## src/ufst_ram.sv

```systemverilog
// generic single-write, single-read ram with registered read data
`timescale 1ns / 1ps
module ufst_ram #(
   parameter int WIDTH = 8,
   parameter int DEPTH = 16
) (
   input  logic clock,
   input  logic wr_en,
   input  logic [((DEPTH > 1) ? $clog2(DEPTH) : 1)-1:0] wr_addr,
   input  logic [WIDTH-1:0] wr_data,
   input  logic [((DEPTH > 1) ? $clog2(DEPTH) : 1)-1:0] rd_addr,
   output logic [WIDTH-1:0] rd_data
);
   logic [WIDTH-1:0] mem [DEPTH];
   logic [WIDTH-1:0] rd_data_ff;

   always_ff @(posedge clock) begin
      if (wr_en) begin
         mem[wr_addr] <= wr_data;
      end
      rd_data_ff <= mem[rd_addr];
   end

   assign rd_data = rd_data_ff;
endmodule

```

## config.mk

```make
export PLATFORM = sky130hd
export DESIGN_NAME = ufst_ram
export DESIGN_NICKNAME = d
export VERILOG_FILES = /design/src/ufst_ram.sv
export SDC_FILE = /design/constraint.sdc
export NUM_CORES = 1
export LEC_CHECK = 0
export BUFFER_PORTS_ARGS = -buffer_cell sky130_fd_sc_hd__buf_2
export CAP_MARGIN = 20
export CORE_MARGIN = 1
export CORE_UTILIZATION = 55
export DETAILED_ROUTE_END_ITERATION = 10
export PLACE_DENSITY = 0.71
export SYNTH_ARGS = -nofsm -noshare
export SYNTH_HDL_FRONTEND = slang
export SYNTH_SLANG_ARGS = --single-unit
```

## constraint.sdc

```tcl
create_clock -name clock -period 3.25 [get_ports clock]
set_clock_uncertainty 0.15 [all_clocks]
set_input_delay 0.1625 -clock clock [delete_from_list [all_inputs] [get_ports clock]]
set_output_delay 0.1625 -clock clock [all_outputs]
set_load 0.05 [all_outputs]
```

==> metrics.txt <==
final core occ 0.683; Core Area between 0.008 and 0.009 mm^2; total gr overflow 0; cell-internal power 3.30 mW; TritonCTS clock tree yes; post-CTS sizing 0; IO Count 26; Pins Over Slew Limit 0; most frequent cells in the layout 128 x edfxtp_1, 25 x buf_2, 18 x mux4_2; Remaining DRCs 0; Crit path largest cell delay 0.55 ns; register area share after synthesis 0.778; synthesized area approximately 0.0051 mm^2; CP cell instances buf_2, buf_12, mux4_1, a22oi_1, nand2_1; Clock Power Share 0.471; Register Area approximately 0.004 mm^2; yosys warns 0; die height 98.7 um; RSZ-0062 raised after global routing no; FMAX 0.610 GHz; Lkg Pwr 2.04 nW; critical setup path kind primary input to flip-flop; Max-cap violations 0; Die Span X slightly below 100 um; vias in the first global route 2451; Starting DRT DRC Count 173; Row Count 34; Comb pwr share 0.053; most common cell after layout, fill and taps aside edfxtp_1; post-synth top area share 0.747; Post-Synthesis Net Count 247; Synth Instances 229; Power Density ~700 mW/mm^2; CTS Hold Bufs 8; FF+latch count, synth 136; Global Route Usage Sum 0.218; critical path data arrival time around 1.9 ns; Pre-antenna DRT Iters 5; Worst-Skew Late Latency around 0.5 ns; gr busiest metal met2; Sw Ratio 0.203; initial core utilization 0.579; vias per cell around 6; Synth area leaders edfxtp_1 75%, mux4_2 7.9%, mux4_1 7.1%; via count approximately 2400; Max VDD drop around 0.34 mV; worst-case clock buffer depth 2; multi-input combinational cell area between 0.001 and 0.0015 mm^2; ANT cells 0; layout cells sized above 1 0.276; met2 global-route usage 0.351; Layout area overhead 17.9%; total CTS buffers 17; Fillers 545; met1 GRT Util 0.297; Seq pwr share 0.476; Net Sw Power between 0.8 and 0.9 mW; placed cell areas around 0.0054 mm^2; TNS Setup 0 ns; minimum clock period approximately 1.6 ns; Final Hold Fails 0; post-synthesis cell type count 19; Root Buffer clkbuf_8; Syn Area/Cell 22.5 um^2; Startpoint Class primary input; M3 GR Usage 0.0468; Yosys top cell by area edfxtp_1; Setup Buffers After CTS 0; final setup fails 0; Worst slew margin 0.373; H-tree levels 4; I/O Buffers 25; initial antenna violation count 0; design area between 0.006 and 0.007 mm^2; die area between 0.009 and 0.01 mm^2; Final period util 0.505; critical path fanouts, max 19; Worst Path Required around 3.5 ns; outcome finished clean; Hold Crit Class primary input to flip-flop; wire length per cell between 20 and 25 um; Critical Path End Type flip-flop; Worst path slowest cell mux4_1; # nets final 295; hpwl dp 5.81 mm; post-route ant nets 0; final WL 9.56 mm; Tightest Pin Transition 0.937 ns; first-pass GRT wire length 14.6 mm; Reg clk slew, reported paths 0.06 ns; Final GP Congestion 0.728; CTS sink cnt between 100 and 150; largest net degree at the start of global routing 33
metal layers:
metal,wire length (um),share of wire
met1,4080,0.43
met2,4820,0.50
met3,519,0.054
met4,139,0.015
met5,0,0
final cells by class:
cell class / instances / area share
timing repair buffer: 39 / 0.0433
clock buffer: 20 / 0.0717
multi-input combinational: 83 / 0.174
tap: 108 / 0.0223
clock inverter: 12 / 0.0289
sequential: 136 / 0.660
cells by family after synthesis:
logic type      after synthesis  synth area share
buf+inv                      10            0.0168
simple gates                 35            0.0318
flops                       136             0.778
mux                          32             0.150
compound gates               16            0.0233
Yosys cell counts, drive strengths merged:
| cell type | number |
|---|---|
| nand3b | 2 |
| nor2 | 13 |
| nor3 | 4 |
| or3b | 1 |
| mux4 | 32 |
| edfxtp | 128 |
| and2 | 1 |
| nand2b | 2 |
| nor2b | 1 |
| clkdlybuf4s25 | 3 |
| dfxtp | 8 |
| buf | 7 |
| a22oi | 16 |
| nand3 | 1 |
| and2b | 1 |
| nand2 | 9 |
state kept, by name, summed over array words and instances (netlist names):
name / cells
mem: 128
rd_data: 8
power groups by stage:
stage / Clock [mW] / Combinational, mW / Sequential (mW)
floorplan: 0 / 0.0995 / 2.05
global placement: 0 / 0.208 / 2.01
detailed placement: 0 / 0.213 / 2.01
CTS: 1.96 / 0.221 / 1.98
global route: 2.03 / 0.234 / 1.98
finish: 1.95 / 0.218 / 1.97
worst max-delay path: cells and delay by family:
| family | cells | cell delay (ns) |
|---|---|---|
| buf+inv | 2 | 0.78 |
| simple gates | 1 | 0.07 |
| mux | 1 | 0.55 |
| compound gates | 1 | 0.29 |
stage by stage:
stage | cells | hold slack (ns) | worst slack [ns] | power (mW)
after CTS | 398 | 0.0571 | 1.58 | 4.16
after global routing | 398 | 0.0803 | 1.50 | 4.24
after floorplan | 229 | 0.111 | 1.44 | 2.15
after detailed placement | 358 | 0.399 | 1.08 | 2.22
after global placement | 358 | 0.399 | 1.10 | 2.22
final | 398 | 0.0761 | 1.61 | 4.14
worst paths after layout:
| check | start | to | slack (ns) | cells past startpoint |
|---|---|---|---|---|
| worst max register to register | mem[9][5]$_DFFE_PP_ | rd_data[5]$_DFF_P_ | 1.71 | 3 |
| worst min-delay path | wr_addr[0] | mem[0][6]$_DFFE_PP_ | 0.08 | 3 |
| worst min register to register | mem[7][3]$_DFFE_PP_ | rd_data[3]$_DFF_P_ | 0.52 | 3 |
| worst max-delay path | rd_addr[0] | rd_data[3]$_DFF_P_ | 1.61 | 5 |
Note: power is estimated with default switching activity, not from simulation.
