## src/ufst_pkg.sv

```systemverilog
// shared constants and types for the udp flow statistics table
`timescale 1ns / 1ps
package ufst_pkg;
   localparam int FLOW_SLOTS = 1024;
   localparam int IDX_W = (FLOW_SLOTS > 1) ? $clog2(FLOW_SLOTS) : 1;
   localparam int CNT_W = $clog2(FLOW_SLOTS + 1);
   localparam int KEY_W = 96;
   localparam int RATE_W = 30;
   localparam int STAT_W = 64 + 64 + 64 + RATE_W;
   localparam logic [31:0] LOCAL_ADDRESS_RESET = 32'hC30B0E05;
   localparam logic [15:0] ETYPE_IPV4 = 16'h0800;
   localparam logic [7:0] PROTO_UDP = 8'd17;
   localparam logic [RATE_W-1:0] NS_PER_SEC = 30'd1000000000;

   typedef struct packed {
      logic [63:0] packets;
      logic [63:0] bytes;
      logic [63:0] last_time;
      logic [RATE_W-1:0] rate;
   } stat_type;
endpackage

```

## src/ufst_div.sv

```systemverilog
// bit-serial divider: one billion over a 64-bit interval
`timescale 1ns / 1ps
module ufst_div (
   input  logic clock,
   input  logic reset,
   input  logic start,
   input  logic [63:0] divisor,
   output logic done,
   output logic [ufst_pkg::RATE_W-1:0] quotient
);
   import ufst_pkg::*;

   logic run_ff, run_in;
   logic done_ff, done_in;
   logic [4:0] step_ff, step_in;
   logic [RATE_W:0] rem_ff, rem_in;
   logic [RATE_W-1:0] quo_ff, quo_in;
   logic [63:0] dvs_ff, dvs_in;
   logic [RATE_W:0] trial;

   always_comb begin
      run_in = run_ff;
      done_in = 1'b0;
      step_in = step_ff;
      rem_in = rem_ff;
      quo_in = quo_ff;
      dvs_in = dvs_ff;
      trial = {rem_ff[RATE_W-1:0], NS_PER_SEC[step_ff]};
      if (start) begin
         run_in = 1'b1;
         step_in = 5'(RATE_W - 1);
         rem_in = '0;
         quo_in = '0;
         dvs_in = divisor;
      end else if (run_ff) begin
         // remainder never exceeds the dividend, so 31 bits hold it
         if ({33'd0, trial} >= dvs_ff) begin
            rem_in = trial - dvs_ff[RATE_W:0];
            quo_in = {quo_ff[RATE_W-2:0], 1'b1};
         end else begin
            rem_in = trial;
            quo_in = {quo_ff[RATE_W-2:0], 1'b0};
         end
         step_in = step_ff - 5'd1;
         if (step_ff == 5'd0) begin
            run_in = 1'b0;
            done_in = 1'b1;
         end
      end
   end

   always_ff @(posedge clock) begin
      if (reset) begin
         run_ff <= 1'b0;
         done_ff <= 1'b0;
      end else begin
         run_ff <= run_in;
         done_ff <= done_in;
      end
      step_ff <= step_in;
      rem_ff <= rem_in;
      quo_ff <= quo_in;
      dvs_ff <= dvs_in;
   end

   assign done = done_ff;
   assign quotient = quo_ff;

   a_start_idle: assert property (@(posedge clock) disable iff (reset)
      start |-> !run_ff) else $error("divider restarted while running");
   a_done_after_run: assert property (@(posedge clock) disable iff (reset)
      done_ff |-> $past(run_ff)) else $error("done without a run");
   a_rem_bound: assert property (@(posedge clock) disable iff (reset)
      run_ff |-> ({33'd0, rem_ff} < dvs_ff || rem_ff <= {1'b0, NS_PER_SEC}))
      else $error("remainder out of range");
endmodule

```

## config.mk

```make
export PLATFORM = sky130hd
export DESIGN_NAME = ufst_div
export DESIGN_NICKNAME = d
export VERILOG_FILES = /design/src/ufst_pkg.sv /design/src/ufst_div.sv
export SDC_FILE = /design/constraint.sdc
export NUM_CORES = 1
export LEC_CHECK = 0
export BUFFER_PORTS_ARGS = -buffer_cell sky130_fd_sc_hd__buf_2
export CORE_MARGIN = 5
export CORE_UTILIZATION = 50
export CTS_CLUSTER_DIAMETER = 120
export DETAILED_ROUTE_END_ITERATION = 8
export PLACE_DENSITY = 0.71
export SKIP_CTS_REPAIR_TIMING = 1
export SYNTH_ARGS = -nofsm -noshare
export SYNTH_HDL_FRONTEND = slang
export SYNTH_SLANG_ARGS = --single-unit
```

## constraint.sdc

```tcl
create_clock -name clock -period 3.04 [get_ports clock]
set_clock_uncertainty 0.05 [all_clocks]
set_input_delay 0 -clock clock [delete_from_list [all_inputs] [get_ports clock]]
set_output_delay 0 -clock clock [all_outputs]
set_load 0.02 [all_outputs]
```

==> impl_results.md, run 1 <==
- Status: complete, no violations
- Final period util: 0.9500
- Hold Slack: 0.2322 ns
- Number of antenna cells inserted: 0
- Predominant post-synthesis flop cell: sky130_fd_sc_hd__dfxtp_1
- Post-layout worst setup margin: 0.1519 ns
- Max-Cap Viols: 0
- Post-layout nets: 895
- Switching power of the nets: 1.290 mW
- Count of buffers from port buffering: 97
- Clock buffers created by TritonCTS: 17
- Most common cell in the netlist: sky130_fd_sc_hd__nor2_1
- Largest net degree at the start of global routing: 94
- Total routed wirelength: 16.11 mm
- Final Hold Viols: 0
- Die extent in x: 124.0 um
- Least-Margin Pin Slew: 0.6711 ns
- Share of layout cells above drive strength 1: 0.1921
- R2R cell count: 11
- Fraction of power spent switching nets: 0.2780
- Setup TNS: 0 ns
- Clock latency on the worst-skew pair: 0.43 ns
- Max Transition Viols Final: 0
- Cell internal power dissipation: 3.351 mW
- Maximum resistive drop on vdd: 0.6282 mV
- Met2 Usage GRT: 0.3042
- Required time of the critical path: 3.29 ns
- Starting DRT DRC Count: 361
- Arrival time at the worst endpoint: 3.14 ns
- Async SR Flop Fraction: 0
- Detailed placer's ending HPWL: 9.834 mm
- Area fraction of the dominant cell type after synthesis: 0.2957
- Class of the most critical hold timing path: in2reg
- Initial Utilization: 0.5130
- Leak: 3.571 nW
- Achievable Freq: 0.3462 GHz
- Post-route DRC: 0
- Top cells by count, synth: sky130_fd_sc_hd__nor2_1 (81), sky130_fd_sc_hd__dfxtp_1 (68), sky130_fd_sc_hd__edfxtp_1 (64)
- Cells taking the most area after synthesis: sky130_fd_sc_hd__edfxtp_1 (30%), sky130_fd_sc_hd__dfxtp_1 (21%), sky130_fd_sc_hd__ha_1 (6.4%)
- Layout-stage area growth over the synthesis result: 29.03%
- Proportion of synthesized chip area in sequential cells: 0.5051
- Number of synthesized flops with an enable pin: 64
- Clock root buffer master: sky130_fd_sc_hd__clkbuf_16
- CTS clk-pin slew, worst paths: 0.06 ns
- Met3 GRT Util: 0.05404
- Met1 usage in global routing: 0.2523
- Maximum level of the CTS H-tree: 4
- Area of the mapped netlist: 6500 um2
- Number of filler cells placed in the layout: 982
- Average detailed-routed wire length per instance: 16.45 um
- Number of buffers on the longest clock path: 2
- Crit. End Element: flop
- Comb power frac: 0.142
- RSZ-0062 raised after global routing: false
- Synth Instances: 633
- Startpoint Class: flop
- Total via count in the routed design: 5398
- Number of ports placed on the die boundary: 98
- Busiest layer in global routing: met2
- Die area: 15380 um2
- Number of synthesized register bits: 132
- Post-Syn Nets: 734
- Gpl congestion: 0.9176
- Worst hold path startpoint: divisor[44]
- Number of detailed-routing iterations run before antenna repair: 7
- Placement-stage cell area: 7151 um2
- Library cell with the largest summed area after synthesis: sky130_fd_sc_hd__edfxtp_1
- Gr ovfl total: 0
- Power per Cell Area: 553.4 nW/um2
- Area of the core: 12670 um2
- Global-route wire length before repair: 23.24 mm
- CTS tree: done
- Post-route standard cell area excluding fillers: 8387 um2
- Crit Reg-Reg Startpoint: dvs_ff[0]$_DFFE_PP_
- Die H: 124.0 um
- Syn Area/Cell: 10.27 um2
- Total number of clock tree sinks: 132
- Portion of total power attributed to the clock network: 0.421
- Slew HR: 0.5526
- Drt via density: 5.514
- FP Rows: 41
- Time the worst path needs with I/O delays and setup: 2.888 ns
- Synth Warn #: 0
- Number of antenna violations at the first check in global routing: 0
- Via count of the first global-routing pass: 4970
- Fraction of power consumed by sequential logic: 0.436
- Launch point of the critical path: dvs_ff[0]$_DFFE_PP_
- Hold Path Cell Cnt: 2
- Utilization after layout: 0.6619
- Critical path start-end classification: reg2reg
- Number of library cell types mapped by synthesis: 71
- Final setup vio count: 0
- Pre-CTS worst setup slack: 0.08185 ns
- Worst-path fanout max: 32
- Overall Global Routing Usage: 0.1929
- Antenna-violating nets left: 0
-- critical path, stage by stage, from the launching register on --
cell,delay (ns)
sky130_fd_sc_hd__edfxtp_1,0.36
sky130_fd_sc_hd__ha_1,0.23
sky130_fd_sc_hd__fa_1,0.38
sky130_fd_sc_hd__nand2b_1,0.20
sky130_fd_sc_hd__a21oi_2,0.19
sky130_fd_sc_hd__o21ai_2,0.11
sky130_fd_sc_hd__a21oi_4,0.18
sky130_fd_sc_hd__o2111ai_2,0.18
sky130_fd_sc_hd__a31oi_4,0.24
sky130_fd_sc_hd__buf_12,0.22
sky130_fd_sc_hd__nor4_1,0.08
sky130_fd_sc_hd__a311o_1,0.35
-- final timing paths --
kind / to / slack, ns
worst min-delay path: dvs_ff[44]$_DFFE_PP_ / 0.23
worst max-delay path: rem_ff[1]$_SDFFE_PP0P_ / 0.15
worst min register to register: quotient[29]$_SDFFE_PP0P_ / 0.45
worst max register to register: rem_ff[1]$_SDFFE_PP0P_ / 0.15
-- power groups by stage --
stage	registers [mW]	clock network [mW]	logic [mW]
3_5_place_dp	2.06	0	0.580
6_report	2.03	1.96	0.660
3_3_place_gp	2.05	0	0.564
5_1_grt	2.03	2.08	0.729
2_1_floorplan	2.04	0	0.433
4_1_cts	2.02	1.97	0.584
-- cells by family (layout without fill, tap and decap cells) --
logic type | Yosys count | in the layout | synth area share
simple gates | 208 | 208 | 0.1475
compound gates | 133 | 133 | 0.1542
flops | 132 | 132 | 0.5051
buf+inv | 69 | 243 | 0.04369
fa+ha+maj | 34 | 34 | 0.06660
mux | 32 | 32 | 0.04928
xor+xnor | 25 | 25 | 0.03369
-- flip-flops by register name, summed over array words and instances, names as in the netlist --
signal and flops:
trial 1, done 1, rem_ff 30, dvs_ff 64, step_ff 5, run_ff 1, quotient 30
-- layer usage --
| metal | up-vias | share of wire |
|---|---|---|
| met3 | 25 | 0.057 |
| met2 | 184 | 0.49 |
| met1 | 2557 | 0.44 |
| li1 | 2632 | - |
| met5 | - | 0 |
| met4 | 0 | 0.019 |
-- cell type report --
cell class	instances	area, um2	share of cell area
Clock buffer	17	425.4	0.05072
Inverter	42	157.7	0.01880
Tap cell	172	215.2	0.02566
Timing Repair Buffer	169	1219	0.1453
Sequential cell	132	3287	0.3919
Clock inverter	15	137.6	0.01641
Multi-Input combinational cell	432	2945	0.3512
-- through the flow --
step | total power [mW] | cells
after floorplan | 2.470 | 633
after global placement | 2.618 | 881
after detailed placement | 2.637 | 881
after CTS | 4.579 | 913
after global routing | 4.846 | 979
final | 4.641 | 979
-- cells in the final DEF, fill, tap and decap left out, types with 5 or more instances in the layout --
master	instances
sky130_fd_sc_hd__o211ai_1	5
sky130_fd_sc_hd__clkbuf_16	17
sky130_fd_sc_hd__ha_1	33
sky130_fd_sc_hd__inv_8	5
sky130_fd_sc_hd__mux2i_1	32
sky130_fd_sc_hd__a21oi_1	29
sky130_fd_sc_hd__nor2_1	81
sky130_fd_sc_hd__xnor2_1	20
sky130_fd_sc_hd__inv_6	5
sky130_fd_sc_hd__nand2_1	59
sky130_fd_sc_hd__dlygate4sd3_1	66
sky130_fd_sc_hd__buf_4	5
sky130_fd_sc_hd__edfxtp_1	64
sky130_fd_sc_hd__buf_2	96
sky130_fd_sc_hd__a21o_1	12
sky130_fd_sc_hd__nand4_1	6
sky130_fd_sc_hd__nor3_1	8
sky130_fd_sc_hd__nand3_1	15
sky130_fd_sc_hd__nor4_1	12
sky130_fd_sc_hd__a311oi_1	17
sky130_fd_sc_hd__and3_1	5
sky130_fd_sc_hd__o21ai_0	15
sky130_fd_sc_hd__a211o_1	5
sky130_fd_sc_hd__inv_1	42
sky130_fd_sc_hd__xor2_1	5
sky130_fd_sc_hd__nand2b_1	7
sky130_fd_sc_hd__dfxtp_1	67
Power figures use the tool's default switching activity.
==> inputs of run 2 (changes only) <==
Settings changed: CAP_MARGIN set to 20, CORE_MARGIN 5 to unset, CORE_UTILIZATION 50 to 55, PLACE_DENSITY 0.71 to 0.77.
==> impl_results.md, run 2 (synthesis results as in run 1) <==
- Clock latency on the worst-skew pair: 0.43 ns
- Layout-stage area growth over the synthesis result: 29.82%
- Number of detailed-routing iterations run before antenna repair: 5
- RSZ-0062 raised after global routing: false
- Power per Cell Area: 585.1 nW/um2
- Maximum level of the CTS H-tree: 4
- Drt via density: 5.734
- Achievable Freq: 0.3400 GHz
- Status: complete, no violations
- Gpl congestion: 0.8808
- Gr ovfl total: 0
- Most common library cell in the layout ignoring fill and taps: sky130_fd_sc_hd__buf_2
- Detailed placer's ending HPWL: 9.158 mm
- Max FFs per register: 64
- Post-route DRC: 0
- Post-placement cell count: 853
- Cell internal power dissipation: 3.664 mW
- Critical path start-end classification: reg2reg
- Overall Global Routing Usage: 0.2315
- Share of layout cells above drive strength 1: 0.1943
- Top reg by flops: dvs_ff
- Crit. End Element: flop
- Antenna-violating nets left: 0
- Class of the most critical hold timing path: in2reg
- Least-Margin Pin Slew: 0.6071 ns
- Final Hold Viols: 0
- Total via count in the routed design: 5453
- Fraction of power spent switching nets: 0.2578
- Startpoint Class: flop
- CTS tree: done
- Area of the core: 11470 um2
- Leak: 3.605 nW
- Fraction of power consumed by sequential logic: 0.410
- Portion of total power attributed to the clock network: 0.455
- Largest net degree at the start of global routing: 95
- Total number of clock tree sinks: 132
- Maximum resistive drop on vdd: 0.5274 mV
- Slew HR: 0.5938
- Number of antenna violations at the first check in global routing: 0
- Worst-path fanout max: 5
- Max-Cap Viols: 0
- Arrival time at the worst endpoint: 3.21 ns
- Most used cells in the layout excluding fill and tap cells: sky130_fd_sc_hd__buf_2 (96), sky130_fd_sc_hd__nor2_1 (81), sky130_fd_sc_hd__dfxtp_1 (67), sky130_fd_sc_hd__dlygate4sd3_1 (66), sky130_fd_sc_hd__edfxtp_1 (64)
- Count of buffers from port buffering: 97
- Setup TNS: 0 ns
- Die area: 12260 um2
- Via count of the first global-routing pass: 4933
- Total routed wirelength: 16.25 mm
- Switching power of the nets: 1.273 mW
- Storage element area: 3287 um2
- Die H: 110.7 um
- Die extent in x: 110.7 um
- Time the worst path needs with I/O delays and setup: 2.941 ns
- Comb power frac: 0.135
- Number of antenna cells inserted: 0
- Clock buffers created by TritonCTS: 17
- Average detailed-routed wire length per instance: 17.09 um
- Number of filler cells placed in the layout: 748
- Final period util: 0.9674
- Clock root buffer master: sky130_fd_sc_hd__clkbuf_16
- Initial Utilization: 0.5668
- Required time of the critical path: 3.31 ns
- Max Transition Viols Final: 0
- Number of buffers on the longest clock path: 2
- Global-route wire length before repair: 22.86 mm
- CTS clk-pin slew, worst paths: 0.06 ns
- Starting DRT DRC Count: 380
- Multi-input logic area: 2948 um2
- Post-layout nets: 896
- Number of ports placed on the die boundary: 98
- Final setup vio count: 0
- Non-filler instance count after layout: 951
- FP Rows: 39
==> run 2: cell type report <==
class,count,share of cell area
sequential,132,0.3895
multi-input combinational,432,0.3493
timing repair buffer,170,0.1453
clock buffer,17,0.05042
clock inverter,15,0.02550
tap,143,0.02120
inverter,42,0.01868
==> run 2: stage by stage <==
step / hold WS, ns / cell area [um2] / worst slack (ns) / utilization / total power [mW]
4_1_cts: -0.3118 / 7762 / 0.07407 / 0.6769 / 4.843
3_3_place_gp: 0.1251 / 7122 / 0.2063 / 0.6211 / 2.615
3_5_place_dp: 0.1281 / 7122 / 0.1280 / 0.6211 / 2.632
5_1_grt: 0.2315 / 8438 / 0.0005242 / 0.7358 / 5.108
6_report: 0.2397 / 8438 / 0.09903 / 0.7358 / 4.937
2_1_floorplan: 0.02580 / 6500 / 0.3895 / - / 2.470
==> run 2: path summary, 6_finish.rpt <==
| path | from | slack (ns) | cells past startpoint | to |
|---|---|---|---|---|
| min | divisor[4] | 0.24 | 2 | dvs_ff[4]$_DFFE_PP_ |
| max | rem_ff[7]$_SDFFE_PP0P_ | 0.1 | 9 | rem_ff[19]$_SDFFE_PP0P_ |
| max reg2reg | rem_ff[7]$_SDFFE_PP0P_ | 0.1 | 9 | rem_ff[19]$_SDFFE_PP0P_ |
| min reg2reg | trial[0]$_DFF_P_ | 0.43 | 2 | rem_ff[0]$_SDFFE_PP0P_ |
==> run 2: power by group through the flow <==
| stage | Combinational, mW | Clock, mW | Sequential, mW |
|---|---|---|---|
| global placement | 0.565 | 0 | 2.05 |
| finish | 0.665 | 2.25 | 2.03 |
| floorplan | 0.433 | 0 | 2.04 |
| detailed placement | 0.578 | 0 | 2.05 |
| global route | 0.733 | 2.34 | 2.03 |
| CTS | 0.584 | 2.24 | 2.02 |
==> run 2: metal layers <==
metal | up-vias | routed length [um] | part of all wire | GRT usage
li1 | 2639 | - | - | -
met1 | 2615 | 7017 | 0.43 | 0.2844
met2 | 180 | 8182 | 0.50 | 0.3892
met3 | 19 | 878 | 0.054 | 0.07600
met4 | 0 | 175 | 0.011 | 0.06489
met5 | - | 0 | 0 | 0
==> run 2: critical path, stage by stage, from the launching register on <==
cell and delay, ns:
sky130_fd_sc_hd__dfxtp_1 0.33, sky130_fd_sc_hd__ha_1 0.36, sky130_fd_sc_hd__a21o_1 0.22, sky130_fd_sc_hd__a31o_2 0.28, sky130_fd_sc_hd__a221o_1 0.32, sky130_fd_sc_hd__a2111o_1 0.49
sky130_fd_sc_hd__a41oi_2 0.32, sky130_fd_sc_hd__xnor2_1 0.15, sky130_fd_sc_hd__nand2_1 0.07, sky130_fd_sc_hd__a311oi_1 0.27
